## src/hdl/bpsm_pkg.sv

```systemverilog
// Shared types and constants for the button press settings menu.
// Used by the channel interfaces, the register file, the core and the top level.
`default_nettype none

package bpsm_pkg;

  // Widths of state that follow from the design constants
  localparam int POSITION_BITS = 4;
  localparam int TIMER_BITS    = 16;

  // Fixed widths of the register fields
  localparam int LIMIT_BITS  = 16;
  localparam int COUNT_BITS  = 5;
  localparam int INDEX_BITS  = 3;
  localparam int DATA_BITS   = 16;
  localparam int TOGGLE_BITS = 4;

  // Compare widths wide enough for both operands
  localparam int CMP_BITS = (TIMER_BITS > LIMIT_BITS) ? TIMER_BITS : LIMIT_BITS;
  localparam int POS_LIMIT = 1 << POSITION_BITS;
  localparam int POS_CNT_BITS = (POSITION_BITS + 1 > COUNT_BITS) ? POSITION_BITS + 1
                                                                   : COUNT_BITS;

  // Blink counts for the three events
  localparam int BLINKS_STEP  = 1;
  localparam int BLINKS_ENTER = 3;
  localparam int BLINKS_EXIT  = 4;

  // Register reset values
  localparam logic [LIMIT_BITS-1:0] SHORT_LIMIT_RST = 16'd300;
  localparam logic [LIMIT_BITS-1:0] LONG_LIMIT_RST  = 16'd2000;
  localparam logic [LIMIT_BITS-1:0] IDLE_LIMIT_RST  = 16'd1000;
  localparam logic [COUNT_BITS-1:0] POS_COUNT_RST   = 5'd4;
  localparam logic [LIMIT_BITS-1:0] HALF_PERIOD_RST = 16'd200;

  // Register indexes on the configuration port
  typedef enum logic [INDEX_BITS-1:0] {
    REG_SHORT_LIMIT = 3'd0,
    REG_LONG_LIMIT  = 3'd1,
    REG_IDLE_LIMIT  = 3'd2,
    REG_POS_COUNT   = 3'd3,
    REG_HALF_PERIOD = 3'd4
  } reg_index_t;

  typedef struct packed {
    logic [LIMIT_BITS-1:0] short_limit;
    logic [LIMIT_BITS-1:0] long_limit;
    logic [LIMIT_BITS-1:0] idle_limit;
    logic [COUNT_BITS-1:0] position_count;
    logic [LIMIT_BITS-1:0] blink_half_period;
  } cfg_t;

  typedef struct packed {
    logic                     led_on;
    logic                     in_settings;
    logic [POSITION_BITS-1:0] menu_position;
    logic                     blinking;
  } result_t;

endpackage

`default_nettype wire

```

## src/hdl/bpsm_if.sv

```systemverilog
// Valid/ready channel interfaces: tick input, status output, register writes.
// Depends on bpsm_pkg for field widths.
`default_nettype none

interface bpsm_tick_if;
  logic valid;
  logic ready;
  logic button_pressed;
  modport source (output valid, output button_pressed, input ready);
  modport sink (input valid, input button_pressed, output ready);
endinterface

interface bpsm_status_if;
  import bpsm_pkg::*;
  logic                     valid;
  logic                     ready;
  logic                     led_on;
  logic                     in_settings;
  logic [POSITION_BITS-1:0] menu_position;
  logic                     blinking;
  modport source (output valid, output led_on, output in_settings, output menu_position,
                  output blinking, input ready);
  modport sink (input valid, input led_on, input in_settings, input menu_position,
                input blinking, output ready);
endinterface

interface bpsm_cfg_if;
  import bpsm_pkg::*;
  logic                  valid;
  logic                  ready;
  logic [INDEX_BITS-1:0] index;
  logic [DATA_BITS-1:0]  data;
  modport source (output valid, output index, output data, input ready);
  modport sink (input valid, input index, input data, output ready);
endinterface

`default_nettype wire

```

## src/hdl/bpsm_cfg_regs.sv

```systemverilog
// Configuration register file, written over the configuration channel.
// Depends on bpsm_pkg and bpsm_cfg_if.
`default_nettype none

module bpsm_cfg_regs (
  input  wire logic        clk,
  input  wire logic        rst,
  bpsm_cfg_if.sink         cfg,
  output bpsm_pkg::cfg_t   regs
);
  import bpsm_pkg::*;

  // Always ready: every write is taken and registered
  assign cfg.ready = 1'b1;

  // Write the addressed register, drop writes beyond the list
  always_ff @(posedge clk) begin
    if (rst) begin
      regs.short_limit       <= SHORT_LIMIT_RST;
      regs.long_limit        <= LONG_LIMIT_RST;
      regs.idle_limit        <= IDLE_LIMIT_RST;
      regs.position_count    <= POS_COUNT_RST;
      regs.blink_half_period <= HALF_PERIOD_RST;
    end else if (cfg.valid) begin
      unique case (cfg.index)
        REG_SHORT_LIMIT: regs.short_limit       <= cfg.data[LIMIT_BITS-1:0];
        REG_LONG_LIMIT:  regs.long_limit        <= cfg.data[LIMIT_BITS-1:0];
        REG_IDLE_LIMIT:  regs.idle_limit        <= cfg.data[LIMIT_BITS-1:0];
        REG_POS_COUNT:   regs.position_count    <= cfg.data[COUNT_BITS-1:0];
        REG_HALF_PERIOD: regs.blink_half_period <= cfg.data[LIMIT_BITS-1:0];
        default: ;
      endcase
    end
  end

endmodule

`default_nettype wire

```

## src/hdl/bpsm_core.sv

```systemverilog
// Menu state and per-tick update: press timing, mode, position, blink sequencer.
// Depends on bpsm_pkg; the result is registered by the top level.
`default_nettype none

module bpsm_core (
  input  wire logic           clk,
  input  wire logic           rst,
  input  wire logic           step,
  input  wire logic           button,
  input  wire bpsm_pkg::cfg_t regs,
  output bpsm_pkg::result_t   result
);
  import bpsm_pkg::*;

  logic                     settings_mode, settings_mode_next;
  logic [POSITION_BITS-1:0] position, position_next;
  logic [TIMER_BITS-1:0]    press_elapsed, press_elapsed_next;
  logic                     press_armed, press_armed_next;
  logic                     button_last;
  logic                     led_level, led_level_next;
  logic [TOGGLE_BITS-1:0]   toggles_left, toggles_left_next;
  logic [LIMIT_BITS-1:0]    blink_timer, blink_timer_next;

  logic                     busy;
  logic [POS_CNT_BITS-1:0]  pos_cnt;
  logic [POS_CNT_BITS-1:0]  pos_inc;
  logic [POSITION_BITS-1:0] pos_adv;
  logic [LIMIT_BITS-1:0]    timer_inc;

  // Wrapped next menu position
  always_comb begin
    pos_cnt = POS_CNT_BITS'(regs.position_count);
    if (pos_cnt == '0) pos_cnt = POS_CNT_BITS'(1);
    if (pos_cnt > POS_CNT_BITS'(POS_LIMIT)) pos_cnt = POS_CNT_BITS'(POS_LIMIT);
    pos_inc = POS_CNT_BITS'(position) + POS_CNT_BITS'(1);
    pos_adv = (pos_inc >= pos_cnt) ? '0 : pos_inc[POSITION_BITS-1:0];
  end

  // Next state for one tick
  always_comb begin
    busy               = (toggles_left != '0);
    settings_mode_next = settings_mode;
    position_next      = position;
    press_elapsed_next = press_elapsed;
    press_armed_next   = press_armed;
    led_level_next     = led_level;
    toggles_left_next  = toggles_left;
    blink_timer_next   = blink_timer;
    timer_inc          = '0;

    // Restart the press timer on a press, else advance it with saturation while no blink plays
    if (button && !button_last) begin
      press_elapsed_next = '0;
      press_armed_next   = 1'b1;
    end else if (!busy && press_elapsed != '1) begin
      press_elapsed_next = press_elapsed + TIMER_BITS'(1);
    end

    // Decide on release, hold or idle while no blink plays
    if (!busy) begin
      if (!button) begin
        if (press_armed_next &&
            CMP_BITS'(press_elapsed_next) < CMP_BITS'(regs.short_limit)) begin
          if (!settings_mode) begin
            led_level_next = ~led_level;
          end else begin
            position_next     = pos_adv;
            toggles_left_next = TOGGLE_BITS'(BLINKS_STEP * 2);
            blink_timer_next  = '0;
          end
          press_armed_next = 1'b0;
        end else if (settings_mode &&
                     CMP_BITS'(press_elapsed_next) > CMP_BITS'(regs.idle_limit)) begin
          toggles_left_next  = TOGGLE_BITS'(BLINKS_EXIT * 2);
          blink_timer_next   = '0;
          settings_mode_next = 1'b0;
        end
      end else if (!settings_mode && press_armed_next &&
                   CMP_BITS'(press_elapsed_next) > CMP_BITS'(regs.long_limit)) begin
        toggles_left_next  = TOGGLE_BITS'(BLINKS_ENTER * 2);
        blink_timer_next   = '0;
        settings_mode_next = 1'b1;
        press_armed_next   = 1'b0;
        press_elapsed_next = '0;
      end
    end

    // Advance the blink sequencer: toggle at the start of each half period
    if (toggles_left_next != '0) begin
      if (blink_timer_next == '0) led_level_next = ~led_level_next;
      timer_inc = blink_timer_next + LIMIT_BITS'(1);
      if (timer_inc >= regs.blink_half_period) begin
        blink_timer_next  = '0;
        toggles_left_next = toggles_left_next - TOGGLE_BITS'(1);
      end else begin
        blink_timer_next = timer_inc;
      end
    end
  end

  // Result of this tick, taken from the updated state
  always_comb begin
    result.led_on        = led_level_next;
    result.in_settings   = settings_mode_next;
    result.menu_position = position_next;
    result.blinking      = (toggles_left_next != '0);
  end

  // Commit state on each tick beat
  always_ff @(posedge clk) begin
    if (rst) begin
      settings_mode <= 1'b0;
      position      <= '0;
      press_elapsed <= '0;
      press_armed   <= 1'b0;
      button_last   <= 1'b0;
      led_level     <= 1'b0;
      toggles_left  <= '0;
      blink_timer   <= '0;
    end else if (step) begin
      settings_mode <= settings_mode_next;
      position      <= position_next;
      press_elapsed <= press_elapsed_next;
      press_armed   <= press_armed_next;
      button_last   <= button;
      led_level     <= led_level_next;
      toggles_left  <= toggles_left_next;
      blink_timer   <= blink_timer_next;
    end
  end

endmodule

`default_nettype wire

```

## src/hdl/button_press_settings_menu.sv

```systemverilog
// Top level of the button press settings menu: input register, core, status register.
// Depends on bpsm_pkg, the channel interfaces, bpsm_cfg_regs and bpsm_core.
//
// Usage:
//   tick   - one beat per millisecond tick, carrying the button level.
//   status - one beat per tick: LED level, settings mode, menu position and
//            whether a blink sequence is still playing, all after that tick.
//   cfg    - register writes (index 0..4); always ready, registered when taken.
//            Write only while no tick is in flight.
// Path: an accepted tick is registered at the input, processed by the core and
//   registered at the output once the status register is free or draining,
//   where its status beat is offered.
// Throughput: one tick per cycle while status is taken; the whole update is
//   one pass of logic between the input register and the status register.
// Reset: rst (synchronous) empties both registers, restores register defaults
//   and returns to normal mode, position zero, LED off.
// Stall: while status is not taken, the status beat holds; one more tick is
//   accepted into the input register, then tick.ready drops until status moves.
`default_nettype none

module button_press_settings_menu (
  input  wire logic      clk,
  input  wire logic      rst,
  bpsm_tick_if.sink      tick,
  bpsm_status_if.source  status,
  bpsm_cfg_if.sink       cfg
);
  import bpsm_pkg::*;

  logic    in_valid;
  logic    in_button;
  logic    fire;
  logic    out_valid;
  result_t out_result;
  result_t core_result;
  cfg_t    regs;

  bpsm_cfg_regs u_cfg_regs (
    .clk  (clk),
    .rst  (rst),
    .cfg  (cfg),
    .regs (regs)
  );

  bpsm_core u_core (
    .clk    (clk),
    .rst    (rst),
    .step   (fire),
    .button (in_button),
    .regs   (regs),
    .result (core_result)
  );

  // Process the held tick when the status register is free or draining
  assign fire       = in_valid && (!out_valid || status.ready);
  assign tick.ready = !in_valid || fire;

  // Hold the incoming tick beat
  always_ff @(posedge clk) begin
    if (rst) begin
      in_valid <= 1'b0;
    end else if (tick.ready) begin
      in_valid <= tick.valid;
    end
  end

  always_ff @(posedge clk) begin
    if (tick.valid && tick.ready) begin
      in_button <= tick.button_pressed;
    end
  end

  // Register the status beat
  always_ff @(posedge clk) begin
    if (rst) begin
      out_valid <= 1'b0;
    end else if (fire) begin
      out_valid <= 1'b1;
    end else if (status.ready) begin
      out_valid <= 1'b0;
    end
  end

  always_ff @(posedge clk) begin
    if (fire) begin
      out_result <= core_result;
    end
  end

  // Drive the status channel
  assign status.valid         = out_valid;
  assign status.led_on        = out_result.led_on;
  assign status.in_settings   = out_result.in_settings;
  assign status.menu_position = out_result.menu_position;
  assign status.blinking      = out_result.blinking;

endmodule

`default_nettype wire

```

## src/flat_wrapper.sv

```systemverilog
// flat-port wrapper written by rule: the top's interface ports become plain ports
module button_press_settings_menu_flat import bpsm_pkg::*;
  (clk, rst, tick_valid, tick_button_pressed, tick_ready, status_valid, status_led_on, status_in_settings, status_menu_position, status_blinking, status_ready, cfg_valid, cfg_index, cfg_data, cfg_ready);
  bpsm_tick_if tick_i ();
  bpsm_status_if status_i ();
  bpsm_cfg_if cfg_i ();
  input  wire logic clk;
  input  wire logic rst;
  input wire logic [$bits(tick_i.valid)-1:0] tick_valid;
  input wire logic [$bits(tick_i.button_pressed)-1:0] tick_button_pressed;
  output wire logic [$bits(tick_i.ready)-1:0] tick_ready;
  output wire logic [$bits(status_i.valid)-1:0] status_valid;
  output wire logic [$bits(status_i.led_on)-1:0] status_led_on;
  output wire logic [$bits(status_i.in_settings)-1:0] status_in_settings;
  output wire logic [$bits(status_i.menu_position)-1:0] status_menu_position;
  output wire logic [$bits(status_i.blinking)-1:0] status_blinking;
  input wire logic [$bits(status_i.ready)-1:0] status_ready;
  input wire logic [$bits(cfg_i.valid)-1:0] cfg_valid;
  input wire logic [$bits(cfg_i.index)-1:0] cfg_index;
  input wire logic [$bits(cfg_i.data)-1:0] cfg_data;
  output wire logic [$bits(cfg_i.ready)-1:0] cfg_ready;
  assign tick_i.valid = tick_valid;
  assign tick_i.button_pressed = tick_button_pressed;
  assign tick_ready = tick_i.ready;
  assign status_valid = status_i.valid;
  assign status_led_on = status_i.led_on;
  assign status_in_settings = status_i.in_settings;
  assign status_menu_position = status_i.menu_position;
  assign status_blinking = status_i.blinking;
  assign status_i.ready = status_ready;
  assign cfg_i.valid = cfg_valid;
  assign cfg_i.index = cfg_index;
  assign cfg_i.data = cfg_data;
  assign cfg_ready = cfg_i.ready;
  button_press_settings_menu u_core (.clk(clk), .rst(rst), .tick(tick_i), .status(status_i), .cfg(cfg_i));
endmodule
```

## config.mk

```make
export PLATFORM = sky130hd
export DESIGN_NAME = button_press_settings_menu_flat
export DESIGN_NICKNAME = d
export VERILOG_FILES = /design/src/hdl/bpsm_pkg.sv /design/src/hdl/bpsm_if.sv /design/src/hdl/bpsm_cfg_regs.sv /design/src/hdl/bpsm_core.sv /design/src/hdl/button_press_settings_menu.sv /design/src/flat_wrapper.sv
export SDC_FILE = /design/constraint.sdc
export NUM_CORES = 1
export LEC_CHECK = 0
export BUFFER_PORTS_ARGS = -buffer_cell sky130_fd_sc_hd__buf_2
export CORE_MARGIN = 4
export CORE_UTILIZATION = 62
export DETAILED_ROUTE_END_ITERATION = 6
export PLACE_DENSITY = 0.79
export SYNTH_ARGS = -nofsm -noshare
export SYNTH_HDL_FRONTEND = slang
export SYNTH_SLANG_ARGS = --single-unit
```

## constraint.sdc

```tcl
create_clock -name clk -period 9.6 [get_ports clk]
set_clock_uncertainty 0.2 [all_clocks]
set_input_delay 1.92 -clock clk [delete_from_list [all_inputs] [get_ports clk]]
set_output_delay 1.92 -clock clk [all_outputs]
set_load 0.01 [all_outputs]
```

==> results.json, run 1 <==
{
  "status": "finished, final reports clean",
  "rsz0062_at_grt": "false",
  "dp_cells": 1074,
  "critPathCaptureType": "register",
  "seq_area_um2": 2540,
  "initial_utilization_pct": 64.0,
  "grt_usage_pct": 27.7,
  "final_nets": 1048,
  "synth_area_leaders": "dfxtp_1, ha_1, nand2_1, a21oi_1, nor2_1",
  "drive_gt1_share_pct": 8.32,
  "netlist.area_leader.share_pct": 31.2,
  "setup_viol": 0,
  "slew_headroom_pct": 34.5,
  "cts_tree": "built",
  "hold_depth": 2,
  "drv_slew": 0,
  "coreArea_um2": 11500,
  "cts-root-buf": "clkbuf_16",
  "via_per_inst": 5.92,
  "final_common_cell": "nand2_1",
  "period_share_pct": 85.4,
  "finalNonFillerCells": 1104,
  "ys.flop_type": "dfxtp_1",
  "synth_edf_count": 8,
  "drt_drc_violations_left": 0,
  "place_ws_ps": 1570,
  "grt_max_degree": 73,
  "grt_use_met1_pct": 36.5,
  "cts_resized": 0,
  "syn_area_um2": 7370,
  "grt_pass1_wl_mm": 29.7,
  "crit_buf_inv": 1,
  "yosysTopAreaCell": "dfxtp_1",
  "drt-initial-drc-count": 665,
  "gr-usage-met2_pct": 45.3,
  "layout_common_cells": "nand2_1, dfxtp_1, nor2_1",
  "die_x_um": 117,
  "boundaryPins": 35,
  "ys_seq_area_share_pct": 34.5,
  "hold_class": "register to register",
  "first_pass_iters": 5,
  "synth_cell_type_count": 68,
  "synthesis.nets": 1033,
  "r2r_cells": 28,
  "wl_per_cell_um": 16.2,
  "power_density_nw_per_um2": 157,
  "grt.busiest_layer": "met2",
  "grt_overflow": 0,
  "gp_routability_congestion": 0.953,
  "drt_wl_total_mm": 17.9,
  "chipHeight_um": 117,
  "ys_warn_count": 0,
  "max_freq_ghz": 0.122,
  "insertion_delay_ps": 420,
  "slowest_delay_ps": 760,
  "arrival_ps": 8340,
  "cp_slowest_cell": "nor4_1",
  "dp_hpwl_mm": 12.9,
  "cts_hold_buffers": 0,
  "hold_viol": 0,
  "worstPathRequired_ps": 9740,
  "multi_input_area_um2": 4370,
  "clkTransAtPathRegs_ps": 60,
  "ir_drop_uv": 127,
  "antenna_found_initial": 0,
  "r2r_end": "u_core.u_core.toggles_left[2]",
  "ant_nets": 0,
  "vias": 6538,
  "rr_startpoint": "u_core.u_core.toggles_left[0]",
  "diodes": 0,
  "cts_setup_buffers": 0,
  "maxCapViolations": 0,
  "ys_seq_elements": 123,
  "rrSetupSlack_ps": 1400,
  "numCtsBuffers": 17,
  "hp-start": "u_core.u_cfg_regs.regs[2]",
  "crit_fanout": 21,
  "syn_inst": 935,
  "cts_max_level": 4,
  "port_buffers": 33,
  "p_leak_nw": 3.43,
  "holdWs_ps": 251,
  "dieArea_um2": 13700,
  "grt_pass1_vias": 6029,
  "critical_path_class": "register to register",
  "tightest_slew_ps": 979,
  "critPathTopFamily": "simple AND/OR/NAND/NOR gates",
  "rows": 39,
  "grt_util_met3_pct": 5.71,
  "final_util_pct": 71.3,
  "cts.sinks": 123,
  "synth-async-reset-ratio_pct": 0,
  "synth.avg_cell_area_um2": 7.89,
  "finalWorstPathRequiredPeriod_ps": 8200,
  "ctsLongestPathBuffers": 2,
  "fillCellCount": 958,
  "fin_tns_setup_ps": 0,
  "startpoint_type": "register",
  "syn_to_final_growth_pct": 11.4,
  "worst_slack_ps": 1400,
  "hold_end": "u_core.u_cfg_regs.regs[2]"
}
-- state kept, by name, summed over array words and instances (netlist names) --
signal,flops
u_core.u_core.toggles_left,4
u_core.u_core.settings_mode,1
u_core.u_core.position,4
u_core.status.led_on,1
u_core.u_core.press_elapsed,16
u_core.in_button,1
u_core.u_core.button_last,1
u_core.u_core.led_level,1
u_core.u_core.blink_timer,16
u_core.status.valid,1
u_core.in_valid,1
u_core.u_core.press_armed,1
u_core.u_cfg_regs.regs,69
u_core.status.in_settings,1
u_core.status.blinking,1
u_core.status.menu_position,4
-- layer usage --
metal  wire length [um]  part of all wire (%)
met3                974                   5.4
met1               8060                    45
met4                466                   2.6
met5                  0                     0
met2               8420                    47
-- final cells by class --
type,count,area share [%]
inverter,78,3.56
clock inverter,6,0.975
sequential,123,31.0
clock buffer,24,6.50
multi-input combinational,690,53.1
tap,143,2.18
timing repair buffer,40,2.68
-- worst reg2reg max path: cells and delay by family (launching register included) --
family / cells / cell delay [ps]
AND/OR/NAND/NOR: 17 / 4480
AO/OA/AOI/OAI: 5 / 1700
adder cells (fa/ha/maj): 3 / 860
flip-flops: 1 / 360
XOR/XNOR: 2 / 320
buffers and inverters: 1 / 210
-- cells by family (layout without fill, tap and decap cells) --
kind of cell / count (synthesis) / count (layout) / share of synthesized area [%]
buffers and inverters: 122 / 148 / 6.33
adders and majority gates: 73 / 73 / 12.4
other: 1 / 1 / 0.0509
xor gates and xnor gates: 29 / 29 / 3.44
and+or+nand+nor: 371 / 371 / 23.6
AOI/OAI and AO/OA: 211 / 211 / 19.0
muxes: 5 / 5 / 0.679
DFF: 123 / 123 / 34.5
-- worst max path at each step --
stage / from / depth (start not counted) / slack, ps / endpoint
3_5_place_dp: u_core.u_core.toggles_left[3] / 28 / 1570 / u_core.u_core.toggles_left[2]
4_1_cts: u_core.u_core.press_elapsed[0] / 31 / 1520 / u_core.u_core.toggles_left[2]
5_1_grt: u_core.u_core.press_elapsed[0] / 30 / 730 / u_core.u_core.toggles_left[2]
2_1_floorplan: u_core.u_core.press_elapsed[0] / 32 / 2480 / u_core.status.blinking
3_3_place_gp: u_core.u_core.toggles_left[3] / 28 / 1790 / u_core.u_core.toggles_left[2]
6_report: u_core.u_core.toggles_left[0] / 28 / 1400 / u_core.u_core.toggles_left[2]
-- per-stage QoR --
stage / total power (W) / area, um^2
2_1_floorplan: 0.000611 / 7370
3_3_place_gp: 0.000639 / 7600
3_5_place_dp: 0.000640 / 7600
4_1_cts: 0.00130 / 8210
5_1_grt: 0.00134 / 8210
6_report: 0.00129 / 8210
-- Yosys cell counts (3+ instances only) --
cell type / number
o21ai_0: 28
buf_2: 3
and4_1: 5
o221ai_1: 3
o211ai_1: 11
a211o_1: 20
nand3b_1: 8
and3_1: 10
nor2b_1: 8
nor4_1: 13
a21oi_1: 81
a21o_1: 6
nand4_1: 16
inv_1: 77
nand3_1: 20
nor3_1: 14
edfxtp_1: 8
mux2i_1: 5
dfxtp_1: 115
a31oi_1: 4
nand2b_1: 9
or2_2: 3
o31ai_1: 5
clkbuf_1: 39
ha_1: 73
a211oi_1: 7
nand2_1: 148
nor2_1: 96
or4_1: 4
xor2_1: 16
or3_1: 4
and2_1: 3
xnor2_1: 13
a22oi_1: 13
a22o_1: 6
-- report_power, final --
group / internal, W / switching, W
combinational: 0.0000329 / 0.0000616
sequential: 0.000529 / 0.00000725
clock: 0.000436 / 0.000222
Power figures use the tool's default switching activity.
==> run 2, diff against run 1 <==
- ABC_AREA: default -> 1
==> run 2 against run 1 <==
Synthesized area rose by 8.2%. Flip-flop and latch count unchanged. Global-route usage increased by 1.3 points. First-iteration DRC count is 8.1% lower. Wire length is 15% higher. Core utilization fell by 1.6 points. Via count rose by 15%. Die area increased by 7.7%. Sequential power up 3%. Setup slack improved by 680 ps. Sequential share of layout area down 2.1 points. Largest cell class unchanged.
==> results.json, run 2 <==
{
  "cts_tree": "built",
  "antenna_found_initial": 0,
  "synth_area_leaders": "dfxtp_1, ha_1, nand2_1, a21oi_1, inv_1",
  "ir_drop_uv": 134,
  "critPathTopFamily": "simple AND/OR/NAND/NOR gates",
  "ys.flop_type": "dfxtp_1",
  "netlist.area_leader.share_pct": 28.8,
  "rr_startpoint": "u_core.u_core.toggles_left[0]",
  "finalWorstPathRequiredPeriod_ps": 7520,
  "status": "finished, final reports clean",
  "cts_resized": 0,
  "cts_max_level": 4,
  "final_common_cell": "nand2_1",
  "hold_viol": 0,
  "synthesis.nets": 1244,
  "cts.sinks": 123,
  "syn_area_um2": 7980,
  "clkTransAtPathRegs_ps": 60,
  "wl_per_cell_um": 15.2,
  "largestRegisters": "u_core.u_cfg_regs.regs x69, u_core.u_core.blink_timer x16, u_core.u_core.press_elapsed x16",
  "gr-usage-met2_pct": 48.0,
  "slew_headroom_pct": 29.4,
  "grt_usage_pct": 29.0,
  "grt_max_degree": 87,
  "r2r_end": "u_core.status.blinking",
  "final_nets": 1262,
  "critPathCaptureType": "register",
  "insertion_delay_ps": 430,
  "hold_class": "register to register",
  "synth_most_common_cell": "nand2_1",
  "rsz0062_at_grt": "false",
  "diodes": 0,
  "fillCellCount": 1128,
  "final_util_pct": 69.7,
  "dieArea_um2": 14800,
  "initial_utilization_pct": 63.2,
  "cpMostUsedCell": "nand2_1",
  "cp_slowest_cell": "and3_1",
  "synth_commonest_cells": "nand2_1, inv_1, a21oi_1, dfxtp_1, o21ai_0",
  "rrSetupSlack_ps": 2080,
  "drt-initial-drc-count": 611,
  "fin_tns_setup_ps": 0,
  "grt_use_met1_pct": 37.2,
  "startpoint_type": "register",
  "cts_hold_buffers": 0,
  "worstPathRequired_ps": 9570,
  "yosysTopAreaCell": "dfxtp_1",
  "r2r_cells": 48,
  "grt.busiest_layer": "met2",
  "max_freq_ghz": 0.133,
  "port_buffers": 33,
  "die_x_um": 121,
  "crit_fanout": 12,
  "ys_seq_elements": 123,
  "synth_cell_type_count": 49,
  "ctsLongestPathBuffers": 2,
  "slowest_delay_ps": 500,
  "vias": 7505,
  "numCtsBuffers": 17,
  "first_pass_iters": 5,
  "drt_wl_total_mm": 20.6,
  "arrival_ps": 7490,
  "crit_buf_inv": 6,
  "drt_drc_violations_left": 0,
  "drive_gt1_share_pct": 12.1,
  "cts-root-buf": "clkbuf_16",
  "tightest_slew_ps": 1050,
  "hold_end": "u_core.u_cfg_regs.regs[33]",
  "synth-async-reset-ratio_pct": 0,
  "syn_to_final_growth_pct": 10.2,
  "largest_reg_flops": 69,
  "ys_seq_area_share_pct": 31.9,
  "grt_pass1_vias": 6952,
  "synth.avg_cell_area_um2": 6.96,
  "synth_edf_count": 8,
  "chipHeight_um": 121,
  "maxCapViolations": 0,
  "layout_common_cells": "nand2_1, inv_1, a21oi_1",
  "grt_util_met3_pct": 5.41,
  "boundaryPins": 35,
  "dp_hpwl_mm": 14.7,
  "max_flop_register": "u_core.u_cfg_regs.regs",
  "critical_path_class": "register to register",
  "cts_setup_buffers": 0,
  "rows": 41,
  "dp_cells": 1317,
  "grt_overflow": 0,
  "finalNonFillerCells": 1349,
  "hold_depth": 2,
  "ant_nets": 0,
  "ys_warn_count": 0,
  "hp-start": "u_core.u_cfg_regs.regs[33]",
  "setup_viol": 0,
  "via_per_inst": 5.56,
  "power_density_nw_per_um2": 165,
  "syn_inst": 1146,
  "grt_pass1_wl_mm": 33.7,
  "drv_slew": 0,
  "p_leak_nw": 4.08,
  "period_share_pct": 78.3,
  "gp_routability_congestion": 0.991,
  "coreArea_um2": 12600
}
[run 2: cell type report]
| cell class | instances | area [um^2] | share of cell area (%) |
|---|---|---|---|
| multi-input cells | 792 | 4550 | 51.8 |
| well taps | 172 | 215 | 2.45 |
| clock buffers | 20 | 457 | 5.19 |
| flip-flops and latches | 123 | 2540 | 28.9 |
| inverters | 193 | 724 | 8.23 |
| repair buffers | 37 | 195 | 2.22 |
| clock inverters | 12 | 110 | 1.25 |
[run 2: routing by layer]
layer | share of wire, % | vias to the layer above
met3 | 5.4 | 40
met5 | 0 | -
met1 | 44 | 3437
met4 | 2.8 | 0
li1 | - | 3801
met2 | 47 | 227
[run 2: kinds of logic after synthesis]
kind of cell	after synthesis	share of synthesized area [%]
AOI/OAI and AO/OA	292	20.2
buffers and inverters	231	11.1
other	1	0.0470
adders and majority gates	73	11.4
and+or+nand+nor	417	24.2
DFF	123	31.9
xor gates and xnor gates	9	1.18
[run 2: worst max path at each step]
stage / start / end / depth (start not counted)
global route: u_core.u_core.toggles_left[0] / u_core.u_core.blink_timer[0] / 48
CTS: u_core.u_core.toggles_left[0] / u_core.status.blinking / 45
detailed placement: u_core.u_core.toggles_left[0] / u_core.status.blinking / 45
global placement: u_core.u_core.toggles_left[0] / u_core.status.blinking / 45
finish: u_core.u_core.toggles_left[0] / u_core.status.blinking / 48
floorplan: u_core.u_core.press_elapsed[0] / u_core.status.blinking / 52
[run 2: power by group]
group | total, W | switching (W) | internal, W
registers | 0.000554 | 0.0000138 | 0.000540
logic | 0.000276 | 0.000189 | 0.0000863
clock network | 0.000621 | 0.000250 | 0.000371
[run 2: through the flow]
stage                     instance area, um^2  hold slack (ps)  setup WS [ps]  power (W)
final                                    8800              263           2080    0.00145
after global routing                     8800              281           1180    0.00152
after CTS                                8800              263           2150    0.00145
after detailed placement                 8230              254           2210   0.000834
after global placement                   8230              251           2370   0.000830
after floorplan                          7980              235           3210   0.000765
[run 2: worst min-delay path, cell delays in order (launching register included)]
cell,delay (ps)
dfxtp_1,290
inv_1,60
a21oi_1,60
==> run 3, diff against run 2 <==
- CORE_UTILIZATION: 62 -> 57
- PLACE_DENSITY: 0.79 -> 0.77
- clock period: 9.6 -> 6.7 ns (I/O delays scaled with it)
==> run 3 against run 2 <==
Largest cell class unchanged. Fmax up 12%. Core utilization rose by 0.49 points. The flow now finishes with violations (setup timing). Via count grew 4.2%. Flip-flop and latch count is the same. Non-clock buffer count up 40. Combinational power grew 69%.
==> results.json, run 3 (synthesized netlist as in run 2, its figures left out) <==
{
  "p_switching_w": 0.000671,
  "antenna_found_initial": 0,
  "grt_pass1_vias": 6955,
  "critical_path_class": "register to register",
  "syn_to_final_growth_pct": 18.3,
  "status": "finished with violations",
  "largestRegisters": "u_core.u_cfg_regs.regs x69, u_core.u_core.blink_timer x16, u_core.u_core.press_elapsed x16",
  "insertion_delay_ps": 430,
  "initial_utilization_pct": 59.3,
  "hold_class": "register to register",
  "clkTransAtPathRegs_ps": 60,
  "p_leak_nw": 4.38,
  "p_int_w": 0.00147,
  "port_buffers": 33,
  "hold_end": "u_core.u_cfg_regs.regs[15]",
  "grt_use_met1_pct": 34.0,
  "grt_pass1_wl_mm": 33.6,
  "cp-startpoint": "u_core.u_core.press_elapsed[1]",
  "swShare_pct": 31.3,
  "dp_cells": 1336,
  "grt_util_met3_pct": 4.46,
  "slew_headroom_pct": 30.3,
  "worst_slack_ps": -1.27,
  "ctsLongestPathBuffers": 2,
  "critPathCaptureType": "register",
  "ant_nets": 0,
  "hold_depth": 2,
  "layout_common_cells": "nand2_1, inv_1, a21oi_1",
  "cpMostUsedCell": "inv_2",
  "maxCapViolations": 0,
  "p_comb_share_pct": 21.7,
  "r2r_cells": 46,
  "diodes": 0,
  "final_util_pct": 70.2,
  "startpoint_type": "register",
  "tightest_slew_ps": 1040,
  "worstPathRequired_ps": 6680,
  "via_per_inst": 5.61,
  "crit_fanout": 4,
  "ir_drop_uv": 162,
  "place_area_um2": 8350,
  "violations": "setup timing",
  "wl_per_cell_um": 15.8,
  "r2r_end": "u_core.status.blinking",
  "cp_slowest_cell": "dfxtp_4",
  "setup_viol": 1,
  "grt.busiest_layer": "met2",
  "finalNonFillerCells": 1393,
  "slowest_delay_ps": 350,
  "vias": 7817,
  "rsz0062_at_grt": "true",
  "dp_hpwl_mm": 14.4,
  "seq_power_share_pct": 36.9,
  "first_pass_iters": 6,
  "max_flop_register": "u_core.u_cfg_regs.regs",
  "final_common_cell": "nand2_1",
  "die_x_um": 126,
  "boundaryPins": 35,
  "cts-root-buf": "clkbuf_16",
  "gr-usage-met2_pct": 42.6,
  "gp_routability_congestion": 1.01,
  "period_share_pct": 100,
  "rr_startpoint": "u_core.u_core.press_elapsed[1]",
  "numCtsBuffers": 17,
  "cts_max_level": 4,
  "arrival_ps": 6680,
  "cts.sinks": 123,
  "drv_slew": 0,
  "fin_tns_setup_ps": -1.27,
  "rows": 42,
  "hold_viol": 0,
  "grt_max_degree": 87,
  "grt_usage_pct": 26.0,
  "drt_wl_total_mm": 22.0,
  "clkPwrFrac_pct": 41.4,
  "chipHeight_um": 126,
  "finalWorstPathRequiredPeriod_ps": 6700,
  "final_nets": 1302,
  "largest_reg_flops": 69,
  "coreArea_um2": 13500,
  "drt-initial-drc-count": 771,
  "drive_gt1_share_pct": 19.9,
  "dieArea_um2": 16000,
  "power_density_nw_per_um2": 227,
  "final_area_um2": 9450,
  "grt_overflow": 0,
  "rrSetupSlack_ps": -1,
  "hp-start": "u_core.u_cfg_regs.regs[15]",
  "fillCellCount": 1117,
  "cts_tree": "built",
  "max_freq_ghz": 0.149,
  "drt_drc_violations_left": 0
}
==> run 3: cell type report <==
class | instances | area, um^2 | area share [%]
Multi-Input combinational cell | 792 | 4860 | 51.5
Sequential cell | 123 | 2550 | 27.0
Inverter | 193 | 729 | 7.72
Timing Repair Buffer | 77 | 519 | 5.50
Clock buffer | 22 | 475 | 5.03
Tap cell | 176 | 220 | 2.33
Clock inverter | 10 | 88.8 | 0.941
==> run 3: timing repair <==
action,CTS,global route
gates resized for setup,6,85
setup buffers,1,25
setup endpoints to repair,21,21
pin swaps,2,42
hold buffers,0,0
cloned,0,0
==> run 3: per-stage QoR <==
| step | setup slack, ps | hold slack [ps] | power [W] |
|---|---|---|---|
| 3_3_place_gp | -93.7 | 250 | 0.00119 |
| 2_1_floorplan | 314 | 235 | 0.00110 |
| 5_1_grt | -360 | 274 | 0.00224 |
| 3_5_place_dp | -310 | 255 | 0.00120 |
| 4_1_cts | 22.1 | 264 | 0.00208 |
| 6_report | -1.27 | 263 | 0.00214 |
==> run 3: worst max path at each step <==
stage | end | slack, ps | cells after the start
floorplan | u_core.status.blinking | 310 | 52
global placement | u_core.status.blinking | -90 | 52
detailed placement | u_core.status.blinking | -310 | 52
CTS | u_core.status.blinking | 20 | 52
global route | u_core.status.blinking | -360 | 47
finish | u_core.status.blinking | -1 | 46
==> run 3: worst max-delay path: cells and delay by family, from the launching register on <==
family | cells | cell delay [ps]
xor+xnor | 1 | 160
simple gates | 26 | 2990
fa+ha+maj | 3 | 790
buf+inv | 10 | 960
compound gates | 6 | 1010
flops | 1 | 350
==> run 3: power by group through the flow <==
stage	registers, W	logic [W]	clock network (W)
after floorplan	0.000804	0.000291	0
after global routing	0.000794	0.000516	0.000929
after detailed placement	0.000806	0.000390	0
after CTS	0.000790	0.000396	0.000897
after global placement	0.000805	0.000383	0
final	0.000791	0.000466	0.000888
==> run 3: layer usage <==
layer / vias up / share of wire, %
met2: 330 / 48
met5: - / 0
met3: 71 / 6.3
li1: 3873 / -
met1: 3543 / 42
met4: 0 / 3.2
